[src/rtl/xmt_pkg.sv]
`timescale 1ns / 1ps
`default_nettype none

package xmt_pkg;

   typedef enum logic [4:0] {
      SM_OUT       = 5'd0,
      SM_TEXT      = 5'd1,
      SM_LT        = 5'd2,
      SM_BANG      = 5'd3,
      SM_BANG_DASH = 5'd4,
      SM_COMMENT   = 5'd5,
      SM_COM_D1    = 5'd6,
      SM_COM_D2    = 5'd7,
      SM_DECL      = 5'd8,
      SM_PI        = 5'd9,
      SM_PI_Q      = 5'd10,
      SM_ETAG_NAME = 5'd11,
      SM_ETAG_REST = 5'd12,
      SM_STAG_NAME = 5'd13,
      SM_ATTR_WS   = 5'd14,
      SM_SLASH     = 5'd15,
      SM_ANAME     = 5'd16,
      SM_ANAME_WS  = 5'd17,
      SM_EQ        = 5'd18,
      SM_VALUE     = 5'd19
   } scan_mode_type;

   typedef enum logic [2:0] {
      ROLE_MARKUP     = 3'd0,
      ROLE_TEXT       = 3'd1,
      ROLE_START_NAME = 3'd2,
      ROLE_END_NAME   = 3'd3,
      ROLE_ATTR_NAME  = 3'd4,
      ROLE_ATTR_VALUE = 3'd5
   } role_type;

   typedef enum logic [2:0] {
      EV_NONE        = 3'd0,
      EV_TEXT_BEFORE = 3'd1,
      EV_TEXT_WITH   = 3'd2,
      EV_START_DONE  = 3'd3,
      EV_EMPTY_DONE  = 3'd4,
      EV_END_DONE    = 3'd5
   } token_event_type;

   typedef struct packed {
      scan_mode_type scan_mode;
      logic          quote_dbl;
      logic          error_seen;
   } scan_state_type;

   typedef struct packed {
      role_type        role;
      token_event_type token_event;
      logic            attr_done;
      logic            error_flag;
      logic            doc_done;
   } scan_result_type;

   localparam logic [7:0] CH_LT    = 8'h3c;
   localparam logic [7:0] CH_GT    = 8'h3e;
   localparam logic [7:0] CH_SLASH = 8'h2f;
   localparam logic [7:0] CH_BANG  = 8'h21;
   localparam logic [7:0] CH_QUEST = 8'h3f;
   localparam logic [7:0] CH_DASH  = 8'h2d;
   localparam logic [7:0] CH_EQ    = 8'h3d;
   localparam logic [7:0] CH_DQUOT = 8'h22;
   localparam logic [7:0] CH_SQUOT = 8'h27;

   function automatic logic is_name_byte(input logic [7:0] c);
      return (c inside {[8'h61:8'h7a], [8'h41:8'h5a], [8'h30:8'h39],
                        8'h3a, 8'h5f, 8'h2d, 8'h2e});
   endfunction

   function automatic logic is_ws(input logic [7:0] c);
      return (c inside {8'h20, [8'h09:8'h0d]});
   endfunction

endpackage

`default_nettype wire

[src/rtl/xmt_scan.sv]
`timescale 1ns / 1ps
`default_nettype none

module xmt_scan (
   input  xmt_pkg::scan_state_type  cur_state,
   input  logic [7:0]               doc_byte,
   input  logic                     doc_last,
   output xmt_pkg::scan_state_type  next_state,
   output xmt_pkg::scan_result_type result
);
   import xmt_pkg::*;

   // Tag content between attributes.
   scan_mode_type   al_mode;
   role_type        al_role;
   token_event_type al_ev;
   logic            al_err;

   always_comb begin
      al_mode = SM_ATTR_WS;
      al_role = ROLE_MARKUP;
      al_ev   = EV_NONE;
      al_err  = 1'b0;
      if (is_ws(doc_byte)) begin
         al_mode = SM_ATTR_WS;
      end else if (doc_byte == CH_GT) begin
         al_ev   = EV_START_DONE;
         al_mode = SM_OUT;
      end else if (doc_byte == CH_SLASH) begin
         al_mode = SM_SLASH;
      end else if (is_name_byte(doc_byte)) begin
         al_role = ROLE_ATTR_NAME;
         al_mode = SM_ANAME;
      end else begin
         al_mode = cur_state.scan_mode;
         al_err  = 1'b1;
      end
   end

   always_comb begin
      scan_state_type  nxt;
      role_type        role;
      token_event_type ev;
      logic            ad;
      logic            err;
      logic            done;

      nxt  = cur_state;
      role = ROLE_MARKUP;
      ev   = EV_NONE;
      ad   = 1'b0;
      err  = 1'b0;
      done = 1'b0;

      if (!cur_state.error_seen) begin
         case (cur_state.scan_mode)
            SM_OUT, SM_TEXT: begin
               if (doc_byte == CH_LT) begin
                  if (cur_state.scan_mode == SM_TEXT) ev = EV_TEXT_BEFORE;
                  nxt.scan_mode = SM_LT;
               end else begin
                  role          = ROLE_TEXT;
                  nxt.scan_mode = SM_TEXT;
               end
            end
            SM_LT: begin
               if (doc_byte == CH_SLASH) nxt.scan_mode = SM_ETAG_NAME;
               else if (doc_byte == CH_BANG) nxt.scan_mode = SM_BANG;
               else if (doc_byte == CH_QUEST) nxt.scan_mode = SM_PI;
               else if (is_name_byte(doc_byte)) begin
                  role          = ROLE_START_NAME;
                  nxt.scan_mode = SM_STAG_NAME;
               end else err = 1'b1;
            end
            SM_BANG: begin
               if (doc_byte == CH_DASH) nxt.scan_mode = SM_BANG_DASH;
               else if (doc_byte == CH_GT) nxt.scan_mode = SM_OUT;
               else nxt.scan_mode = SM_DECL;
            end
            SM_BANG_DASH: begin
               if (doc_byte == CH_DASH) nxt.scan_mode = SM_COMMENT;
               else if (doc_byte == CH_GT) nxt.scan_mode = SM_OUT;
               else nxt.scan_mode = SM_DECL;
            end
            SM_COMMENT: begin
               if (doc_byte == CH_DASH) nxt.scan_mode = SM_COM_D1;
            end
            SM_COM_D1: begin
               nxt.scan_mode = (doc_byte == CH_DASH) ? SM_COM_D2 : SM_COMMENT;
            end
            SM_COM_D2: begin
               if (doc_byte == CH_GT) nxt.scan_mode = SM_OUT;
               else if (doc_byte != CH_DASH) nxt.scan_mode = SM_COMMENT;
            end
            SM_DECL: begin
               if (doc_byte == CH_GT) nxt.scan_mode = SM_OUT;
            end
            SM_PI: begin
               if (doc_byte == CH_QUEST) nxt.scan_mode = SM_PI_Q;
            end
            SM_PI_Q: begin
               if (doc_byte == CH_GT) nxt.scan_mode = SM_OUT;
               else if (doc_byte != CH_QUEST) nxt.scan_mode = SM_PI;
            end
            SM_ETAG_NAME: begin
               if (is_name_byte(doc_byte)) role = ROLE_END_NAME;
               else if (doc_byte == CH_GT) begin
                  ev            = EV_END_DONE;
                  nxt.scan_mode = SM_OUT;
               end else nxt.scan_mode = SM_ETAG_REST;
            end
            SM_ETAG_REST: begin
               if (doc_byte == CH_GT) begin
                  ev            = EV_END_DONE;
                  nxt.scan_mode = SM_OUT;
               end
            end
            SM_STAG_NAME: begin
               if (is_name_byte(doc_byte)) role = ROLE_START_NAME;
               else begin
                  role          = al_role;
                  ev            = al_ev;
                  nxt.scan_mode = al_mode;
                  err           = al_err;
               end
            end
            SM_ATTR_WS: begin
               role          = al_role;
               ev            = al_ev;
               nxt.scan_mode = al_mode;
               err           = al_err;
            end
            SM_SLASH: begin
               if (doc_byte == CH_GT) begin
                  ev            = EV_EMPTY_DONE;
                  nxt.scan_mode = SM_OUT;
               end else err = 1'b1;
            end
            SM_ANAME: begin
               if (is_name_byte(doc_byte)) role = ROLE_ATTR_NAME;
               else if (doc_byte == CH_EQ) nxt.scan_mode = SM_EQ;
               else if (is_ws(doc_byte)) nxt.scan_mode = SM_ANAME_WS;
               else err = 1'b1;
            end
            SM_ANAME_WS: begin
               if (doc_byte == CH_EQ) nxt.scan_mode = SM_EQ;
               else if (!is_ws(doc_byte)) err = 1'b1;
            end
            SM_EQ: begin
               if (doc_byte inside {CH_DQUOT, CH_SQUOT}) begin
                  nxt.quote_dbl = (doc_byte == CH_DQUOT);
                  nxt.scan_mode = SM_VALUE;
               end else if (!is_ws(doc_byte)) begin
                  ad            = 1'b1;
                  role          = al_role;
                  ev            = al_ev;
                  nxt.scan_mode = al_mode;
                  err           = al_err;
               end
            end
            SM_VALUE: begin
               if (doc_byte == (cur_state.quote_dbl ? CH_DQUOT : CH_SQUOT)) begin
                  ad            = 1'b1;
                  nxt.scan_mode = SM_ATTR_WS;
               end else role = ROLE_ATTR_VALUE;
            end
            default: begin
               nxt.scan_mode = SM_OUT;
               err           = 1'b1;
            end
         endcase

         if (!err && doc_last) begin
            if (nxt.scan_mode == SM_TEXT) ev = EV_TEXT_WITH;
            else if (nxt.scan_mode != SM_OUT) err = 1'b1;
         end
         if (err) begin
            nxt.error_seen = 1'b1;
            role           = ROLE_MARKUP;
            ad             = 1'b0;
            if (ev != EV_TEXT_BEFORE) ev = EV_NONE;
         end
         done = doc_last && !nxt.error_seen;
      end

      result.role        = role;
      result.token_event = ev;
      result.attr_done   = ad;
      result.error_flag  = nxt.error_seen;
      result.doc_done    = done;

      if (doc_last) begin
         nxt.scan_mode  = SM_OUT;
         nxt.quote_dbl  = 1'b0;
         nxt.error_seen = 1'b0;
      end
      next_state = nxt;
   end

endmodule

`default_nettype wire

[src/rtl/xml_markup_tokenizer_top.sv]
`timescale 1ns / 1ps
`default_nettype none

// Streaming XML markup tokenizer. One document byte enters per req beat
// (req_doc_byte, req_doc_last) and exactly one rsp beat leaves for it, in
// order: the byte echoed with its role, any token boundary event, the
// attribute-value-closed mark, the sticky error flag and the clean-end mark.
// A beat is taken on a rising edge with valid high and stall low.
// From a req beat to its rsp beat, the byte is first captured in an input
// register; the scanner state update and output register load then happen
// on the same edge, which is when rsp_valid rises.
// Throughput is one byte per cycle while the receiver does not stall, set by
// the combinational scanner state transition.
// When the receiver stalls, the result holds in the output register and one
// more byte is still taken into the input register; req_stall rises only
// when both registers are full.
// The beat marked last ends the document and returns the scanner to its
// outside-markup state with no error, ready for the next document.
// Reset (synchronous, active high) empties both registers and clears the
// scanner state.
module xml_markup_tokenizer_top (
   input  logic       clock,
   input  logic       reset,
   input  logic       req_valid,
   output logic       req_stall,
   input  logic [7:0] req_doc_byte,
   input  logic       req_doc_last,
   output logic       rsp_valid,
   input  logic       rsp_stall,
   output logic [7:0] rsp_byte_echo,
   output logic [2:0] rsp_role,
   output logic [2:0] rsp_token_event,
   output logic       rsp_attr_done,
   output logic       rsp_error_flag,
   output logic       rsp_doc_done
);
   import xmt_pkg::*;

   logic            in_vld_ff, in_vld_in;
   logic [7:0]      in_byte_ff;
   logic            in_last_ff;
   scan_state_type  state_ff, state_in;
   scan_result_type scan_res;
   logic            out_vld_ff, out_vld_in;
   logic [7:0]      out_byte_ff;
   scan_result_type out_res_ff;
   logic            move;

   assign move      = in_vld_ff && (!out_vld_ff || !rsp_stall);
   assign req_stall = in_vld_ff && !move;

   xmt_scan u_scan (
      .cur_state  (state_ff),
      .doc_byte   (in_byte_ff),
      .doc_last   (in_last_ff),
      .next_state (state_in),
      .result     (scan_res)
   );

   always_comb begin
      in_vld_in = in_vld_ff;
      if (!req_stall) in_vld_in = req_valid;
      out_vld_in = out_vld_ff;
      if (move) out_vld_in = 1'b1;
      else if (!rsp_stall) out_vld_in = 1'b0;
   end

   always_ff @(posedge clock) begin
      if (reset) begin
         in_vld_ff  <= 1'b0;
         out_vld_ff <= 1'b0;
         state_ff   <= '{scan_mode: SM_OUT, quote_dbl: 1'b0, error_seen: 1'b0};
      end else begin
         in_vld_ff  <= in_vld_in;
         out_vld_ff <= out_vld_in;
         if (move) state_ff <= state_in;
      end
   end

   always_ff @(posedge clock) begin
      if (req_valid && !req_stall) begin
         in_byte_ff <= req_doc_byte;
         in_last_ff <= req_doc_last;
      end
      if (move) begin
         out_byte_ff <= in_byte_ff;
         out_res_ff  <= scan_res;
      end
   end

   assign rsp_valid       = out_vld_ff;
   assign rsp_byte_echo   = out_byte_ff;
   assign rsp_role        = out_res_ff.role;
   assign rsp_token_event = out_res_ff.token_event;
   assign rsp_attr_done   = out_res_ff.attr_done;
   assign rsp_error_flag  = out_res_ff.error_flag;
   assign rsp_doc_done    = out_res_ff.doc_done;

endmodule

`default_nettype wire

[config.mk]
export PLATFORM = sky130hd
export DESIGN_NAME = xml_markup_tokenizer_top
export DESIGN_NICKNAME = d
export VERILOG_FILES = /design/src/rtl/xmt_pkg.sv /design/src/rtl/xmt_scan.sv /design/src/rtl/xml_markup_tokenizer_top.sv
export SDC_FILE = /design/constraint.sdc
export NUM_CORES = 1
export LEC_CHECK = 0
export BUFFER_PORTS_ARGS = -buffer_cell sky130_fd_sc_hd__buf_2
export CAP_MARGIN = 40
export CORE_AREA = 3 3 79 81
export CTS_CLUSTER_SIZE = 8
export DETAILED_ROUTE_END_ITERATION = 8
export DIE_AREA = 0 0 82 84
export PLACE_DENSITY = 0.8
export REMOVE_ABC_BUFFERS = 1
export SYNTH_ARGS = -nofsm -noshare
export SYNTH_HDL_FRONTEND = slang
export SYNTH_SLANG_ARGS = --single-unit
[constraint.sdc]
create_clock -name clock -period 2.9 [get_ports clock]
set_input_delay 0.58 -clock clock [delete_from_list [all_inputs] [get_ports clock]]
set_output_delay 0.58 -clock clock [all_outputs]
set_load 0.02 [all_outputs]
==> flow_summary.yaml, run 1 <==
cts:
  clk_pin_slew_worst_paths_ps: 70
  cts_buffers: 5
  htreeDepth: 2
  insertion_delay_ps: 290
  cts_tree: "done"
  clockBufferDepth: 2
  clk_root_buffer_cell: "clkbuf_8"
  hold_buffers: 0
  cts_sinks: 35
timing:
  relSlewSlack: 0.591
  final_max_slew_viol_count: 0
  layout_setup_ws_ps: -99.8
  max_freq_mhz: 333
  tns_ps: -390
  min_period_over_period: 1.03
  rsz0062_at_grt: "yes"
  setup-violations-final: 6
  timing.final.hold_violations: 0
  fin_skew_ps: 5.19
  post-route-min-period_ps: 3000
  fin_hold_ws_ps: 465
  tightest_slew_ps: 608
yosys:
  synth_xor_area_frac: 0.0130
  netlist_instances: 315
  synthSimpleGateAreaFrac: 0.332
  yosys_warnings: 0
  synth-edff-count: 26
  synth_top_family_by_area: "simple AND/OR/NAND/NOR gates"
  synth_cell_type_count: 69
  synth_area_sq_um: 2690
  ys.flop_type: "edfxtp_1"
  synthArstFlopShare: 0
  synthMuxAreaShare: 0
  synthAdderAreaFrac: 0
  ys_seq_area_frac: 0.358
  syn_area_per_cell_sq_um: 8.53
  ys_ff_latch: 35
  synth_compound_area_frac: 0.252
grt:
  grt_max_degree: 18
  antenna_found_initial: 0
  grt_pass1_wl_microns: 16000
  grt-ovfl-total: 0
  grt_use_total: 0.308
  grt_pass1_vias: 2987
detailed_routing:
  drcViolationCount: 0
  drtIter0Drc: 580
  drt_first_pass_iters: 6
  wirelength_microns: 10600
  wl_per_cell_microns: 21.5
  ant_nets: 0
  via_count: 3315
  via_per_inst: 6.71
floorplan:
  dieArea_sq_um: 6890
  die_y_microns: 84
  initial_utilization: 0.485
  io_pins: 32
  fp.dieW_microns: 82
  core_area_sq_um: 5540
  num_rows: 27
min_path:
  min_from: "req_doc_byte[3]"
  whs_path_depth: 1
  hold_path.class: "input port to register"
  holdPathEnd: "in_byte_ff[3]$_DFFE_PP_"
critical_path:
  crit_required_ps: 3060
  r2r-end: "rsp_attr_done$_SDFFCE_PP0P_"
  rr_worst_depth: 10
  reg2reg_from: "in_byte_ff[0]$_DFFE_PP_"
  worstSetupEndpointType: "register"
  reg2reg_setup_slack_ps: -100
  worstPathArrival_ps: 3160
  path_max_fanout: 7
  worst_setup_path_start_kind: "register"
  criticalPathCategory: "register to register"
power_and_ir_drop:
  p_leak_nw: 1.53
  peakVddDrop_v: 0.000187
  powerDensity_nw_per_um2: 309
placement:
  place_hpwl_microns: 7730
  finalWeightedCongestion: 1.01
  dp_slack_ps: -64.1
  io_buffers: 31
layout:
  final_cell_mix: "87 x buf_4, 32 x nor2_1, 32 x buf_2"
  layout_commonest_cell: "buf_4"
  layout.nets: 434
  drive_gt1_frac: 0.384
  diodes: 0
  synthToLayoutAreaGrowth_pct: 40.5
run:
  maxCapViolCount: 0
status:
  violations: "negative setup slack"
  status: "finished, violations left"
-- logic make-up (layout without fill, tap and decap cells) --
group,Yosys count,count (layout)
xor gates and xnor gates,4,4
and+or+nand+nor,159,159
buffers and inverters,28,135
DFF,35,35
AOI/OAI and AO/OA,89,89
-- registers in the layout (all words and copies together), names as in the netlist --
name             cells
in_byte_ff           8
in_last_ff           1
in_vld_ff            1
rsp_attr_done        1
rsp_byte_echo        8
rsp_doc_done         1
rsp_error_flag       1
rsp_role             3
rsp_token_event      3
rsp_valid            1
state_ff             7
-- cell usage after synthesis, types with 7 or more instances --
cell / count / area, sq um
nand2_1: 25 / 93.8
nand2b_1: 8 / 50.1
nor2_1: 33 / 124
dfxtp_1: 9 / 180
nand3_1: 22 / 110
clkbuf_1: 15 / 56.3
nor3_1: 13 / 65.1
edfxtp_1: 26 / 781
o21ai_0: 13 / 65.1
and3_1: 7 / 43.8
a21oi_1: 12 / 60.1
-- critical path, cell delays in order, from the launching register on --
cell      delay [ps]
edfxtp_1         520
buf_4            190
buf_4            150
nand2_1          170
nor3_1           130
and3_1           230
nor4_1           270
nand4_1          190
or4_4            490
o31ai_4          310
and3_4           230
-- final cells by class --
class	instances	area, sq um
inverters	6	22.5
fillers	438	1770
well taps	72	90.1
flip-flops and latches	35	961
clock buffers	8	100
multi-input cells	252	1760
repair buffers	121	845
-- per-layer routing --
| layer | vias to the layer above | track usage | wire, microns |
|---|---|---|---|
| met5 | - | 0 | 0 |
| met4 | 0 | 0.127 | 484 |
| met3 | 68 | 0.0540 | 1260 |
| met2 | 286 | 0.462 | 4750 |
| met1 | 1528 | 0.430 | 4140 |
| li1 | 1433 | - | - |
-- metrics by stage --
step / total power [mW] / cell area [sq um] / util / instances
floorplan: 0.666 / 2590 / - / 293
global placement: 0.749 / 3440 / 0.621 / 475
detailed placement: 0.751 / 3440 / 0.621 / 475
CTS: 1.15 / 3670 / 0.662 / 491
global route: 1.21 / 3770 / 0.681 / 494
finish: 1.17 / 3770 / 0.681 / 494
-- report_power, final --
group | internal [mW] | switching (mW) | total [mW]
clock network | 0.217 | 0.181 | 0.398
logic | 0.0791 | 0.110 | 0.189
registers | 0.559 | 0.0187 | 0.578
total | 0.855 | 0.310 | 1.17
-- how the worst max path moves through the flow --
stage,start,end,cells after the start
floorplan,in_byte_ff[4]$_DFFE_PP_,rsp_role[2]$_SDFFCE_PP0P_,7
global placement,in_byte_ff[5]$_DFFE_PP_,rsp_role[2]$_SDFFCE_PP0P_,10
detailed placement,in_byte_ff[4]$_DFFE_PP_,rsp_role[2]$_SDFFCE_PP0P_,9
CTS,in_byte_ff[6]$_DFFE_PP_,rsp_role[2]$_SDFFCE_PP0P_,9
global route,in_byte_ff[7]$_DFFE_PP_,rsp_token_event[1]$_SDFFCE_PP0P_,9
finish,in_byte_ff[0]$_DFFE_PP_,rsp_attr_done$_SDFFCE_PP0P_,10
-- repair_timing --
action | 4_1_cts | 5_1_grt
resized for setup | 12 | 16
buffers inserted | 8 | 3
pin swaps | 15 | 12
endpoints found under the setup margin | 6 | 8
(Power assumes the default switching activity.)
==> run 2, diff against run 1 <==
--- a/config.mk
+++ b/config.mk
@@ -5,12 +5,13 @@
 export SDC_FILE = /design/constraint.sdc
 export NUM_CORES = 1
 export LEC_CHECK = 0
+export ABC_AREA = 1
 export BUFFER_PORTS_ARGS = -buffer_cell sky130_fd_sc_hd__buf_2
 export CAP_MARGIN = 40
-export CORE_AREA = 3 3 79 81
+export CORE_AREA = 3 3 76 78
 export CTS_CLUSTER_SIZE = 8
 export DETAILED_ROUTE_END_ITERATION = 8
-export DIE_AREA = 0 0 82 84
+export DIE_AREA = 0 0 79 81
 export PLACE_DENSITY = 0.8
 export REMOVE_ABC_BUFFERS = 1
 export SYNTH_ARGS = -nofsm -noshare
==> flow_summary.yaml, run 2 <==
placement:
  dp_cells: 477
  finalWeightedCongestion: 0.986
  place_hpwl_microns: 5490
  io_buffers: 31
  dp_slack_ps: 346
layout:
  layout_commonest_cell: "nand2_1"
  finalNonFillerCells: 488
  final_cell_mix: "112 x nand2_1, 67 x nor2_1, 48 x inv_1"
  layout.nets: 430
  drive_gt1_frac: 0.158
  fin_util: 0.553
  diodes: 0
  synthToLayoutAreaGrowth_pct: 16.3
floorplan:
  num_rows: 26
  core_area_sq_um: 5140
  die_y_microns: 81
  io_pins: 32
  dieArea_sq_um: 6400
  fp.dieW_microns: 79
  initial_utilization: 0.475
cts:
  insertion_delay_ps: 290
  cts_sinks: 35
  clk_root_buffer_cell: "clkbuf_8"
  htreeDepth: 2
  cts_buffers: 5
  hold_buffers: 0
  clockBufferDepth: 2
  cts_tree: "done"
  clk_pin_slew_worst_paths_ps: 80
yosys:
  netlist_instances: 372
  synthArstFlopShare: 0
  synth_cell_type_count: 27
  syn_area_per_cell_sq_um: 6.57
  ys.flop_type: "edfxtp_1"
  yosysMostFrequentCell: "nand2_1"
  synth_area_leader_cell: "edfxtp_1"
  synth-edff-count: 26
  synth.top_cell.area_share: 0.320
  ys_ff_latch: 35
  synth_common_cells: "112 x nand2_1, 67 x nor2_1, 48 x inv_1"
  yosys_warnings: 0
  ys_seq_area_frac: 0.393
  synth_area_sq_um: 2440
  synthTopCellsByArea: "edfxtp_1 32%, nand2_1 17%, nor2_1 10%, dfxtp_1 7.4%, inv_1 7.4%"
grt:
  met2_usage: 0.371
  grt_busiest_layer: "met2"
  grt_pass1_wl_microns: 11600
  antenna_found_initial: 0
  grt-ovfl-total: 0
  grt_use_total: 0.236
  grt_pass1_vias: 2463
  grt_max_degree: 21
  met3_usage: 0.0543
  gr-usage-met1: 0.308
timing:
  tns_ps: 0
  timing.final.hold_violations: 0
  layout_setup_ws_ps: 301
  rsz0062_at_grt: "no"
  setup-violations-final: 0
  tightest_slew_ps: 769
  min_period_over_period: 0.896
  post-route-min-period_ps: 2600
  relSlewSlack: 0.482
  fin_skew_ps: 12.9
  max_freq_mhz: 385
  final_max_slew_viol_count: 0
critical_path:
  cp_top_family: "simple AND/OR/NAND/NOR gates"
  crit_path_max_incr_delay_ps: 490
  cp_num_buf_inv: 2
  crit_path_frequent_cell: "nand2_1"
  crit_required_ps: 2950
  criticalPathCategory: "register to register"
  cp_slowest_cell: "edfxtp_1"
  path_max_fanout: 14
  crit_chain: "buf_4 > nor2_2 > nand2_1 > nand2_1 > nand2_1 > nand3_2 > nand2_4 > o21ai_1 > inv_1 > nor2_1 > nand4_1 > nor3_1 > nand2_1 > nand2_1 > nor2_1"
  worstPathArrival_ps: 2650
  worstSetupEndpointType: "register"
  worst_setup_path_start_kind: "register"
  reg2reg_setup_slack_ps: 300
power_and_ir_drop:
  powerDensity_nw_per_um2: 364
  p_total_mw: 1.04
  peakVddDrop_v: 0.000342
  p_leak_nw: 1.41
detailed_routing:
  drcViolationCount: 0
  wirelength_microns: 7140
  ant_nets: 0
  drt_first_pass_iters: 8
  wl_per_cell_microns: 14.6
  via_count: 2690
  drtIter0Drc: 346
  via_per_inst: 5.51
run:
  maxCapViolCount: 0
status:
  status: "finished, final reports clean"
min_path:
  hold_path.class: "input port to register"
## run 2: cell count changes after synthesis, sizes merged, moves of 7 or more
cell / change
inv: +45
nand3: +12
nor2: +39
nand2: +89
clkbuf: -14
nand2b: -8
and3: -7
## run 2: area by class of cell
| type | count | area (sq um) |
|---|---|---|
| clock buffers | 6 | 72.6 |
| clock inverters | 2 | 12.5 |
| fillers | 508 | 2300 |
| inverters | 51 | 191 |
| multi-input cells | 280 | 1260 |
| flip-flops and latches | 35 | 961 |
| well taps | 70 | 87.6 |
| repair buffers | 44 | 253 |
## run 2: worst paths after layout
path / from / to / depth (start not counted)
worst max-delay path: in_byte_ff[1]$_DFFE_PP_ / rsp_token_event[2]$_SDFFCE_PP0P_ / 15
worst min-delay path: req_doc_byte[4] / in_byte_ff[4]$_DFFE_PP_ / 1
worst max register to register: in_byte_ff[1]$_DFFE_PP_ / rsp_token_event[2]$_SDFFCE_PP0P_ / 15
worst min register to register: rsp_valid$_SDFFE_PP0P_ / rsp_valid$_SDFFE_PP0P_ / 2
## run 2: what timing repair did
item / 4_1_cts / 5_1_grt
setup buffers: 0 / 3
resized for setup: 0 / 2
endpoints found under the setup margin: 0 / 2
## run 2: cells by family (layout without fill, tap and decap cells)
group           after synthesis  count (layout)  share of synthesized area
compound gates               40              40                     0.0958
buf+inv                      57             103                     0.0932
flops                        35              35                      0.393
simple gates                240             240                      0.418
## run 2: routing by layer
| layer | up-vias | wire length [microns] |
|---|---|---|
| met3 | 34 | 780 |
| met5 | - | 0 |
| met1 | 1172 | 2950 |
| met4 | 0 | 296 |
| li1 | 1299 | - |
| met2 | 185 | 3110 |
## run 2: worst reg2reg max path: stages (launching register included)
cell	delay [ps]
edfxtp_1	490
buf_4	200
nor2_2	130
nand2_1	70
nand2_1	60
nand2_1	60
nand3_2	130
nand2_4	130
o21ai_1	130
inv_1	80
nor2_1	160
nand4_1	230
nor3_1	260
nand2_1	100
nand2_1	90
nor2_1	50
## run 2: where the power goes
part,switching (mW),leakage [nW],internal [mW]
logic,0.0764,1.05,0.0361
clock network,0.180,0.0412,0.168
registers,0.0147,0.322,0.561
total,0.271,1.41,0.764
## run 2: metrics by stage
stage | hold slack (ps) | cell area (sq um)
after detailed placement | 508 | 2720
after global routing | 448 | 2840
final | 465 | 2840
after floorplan | 471 | 2410
after global placement | 495 | 2720
after CTS | 458 | 2810
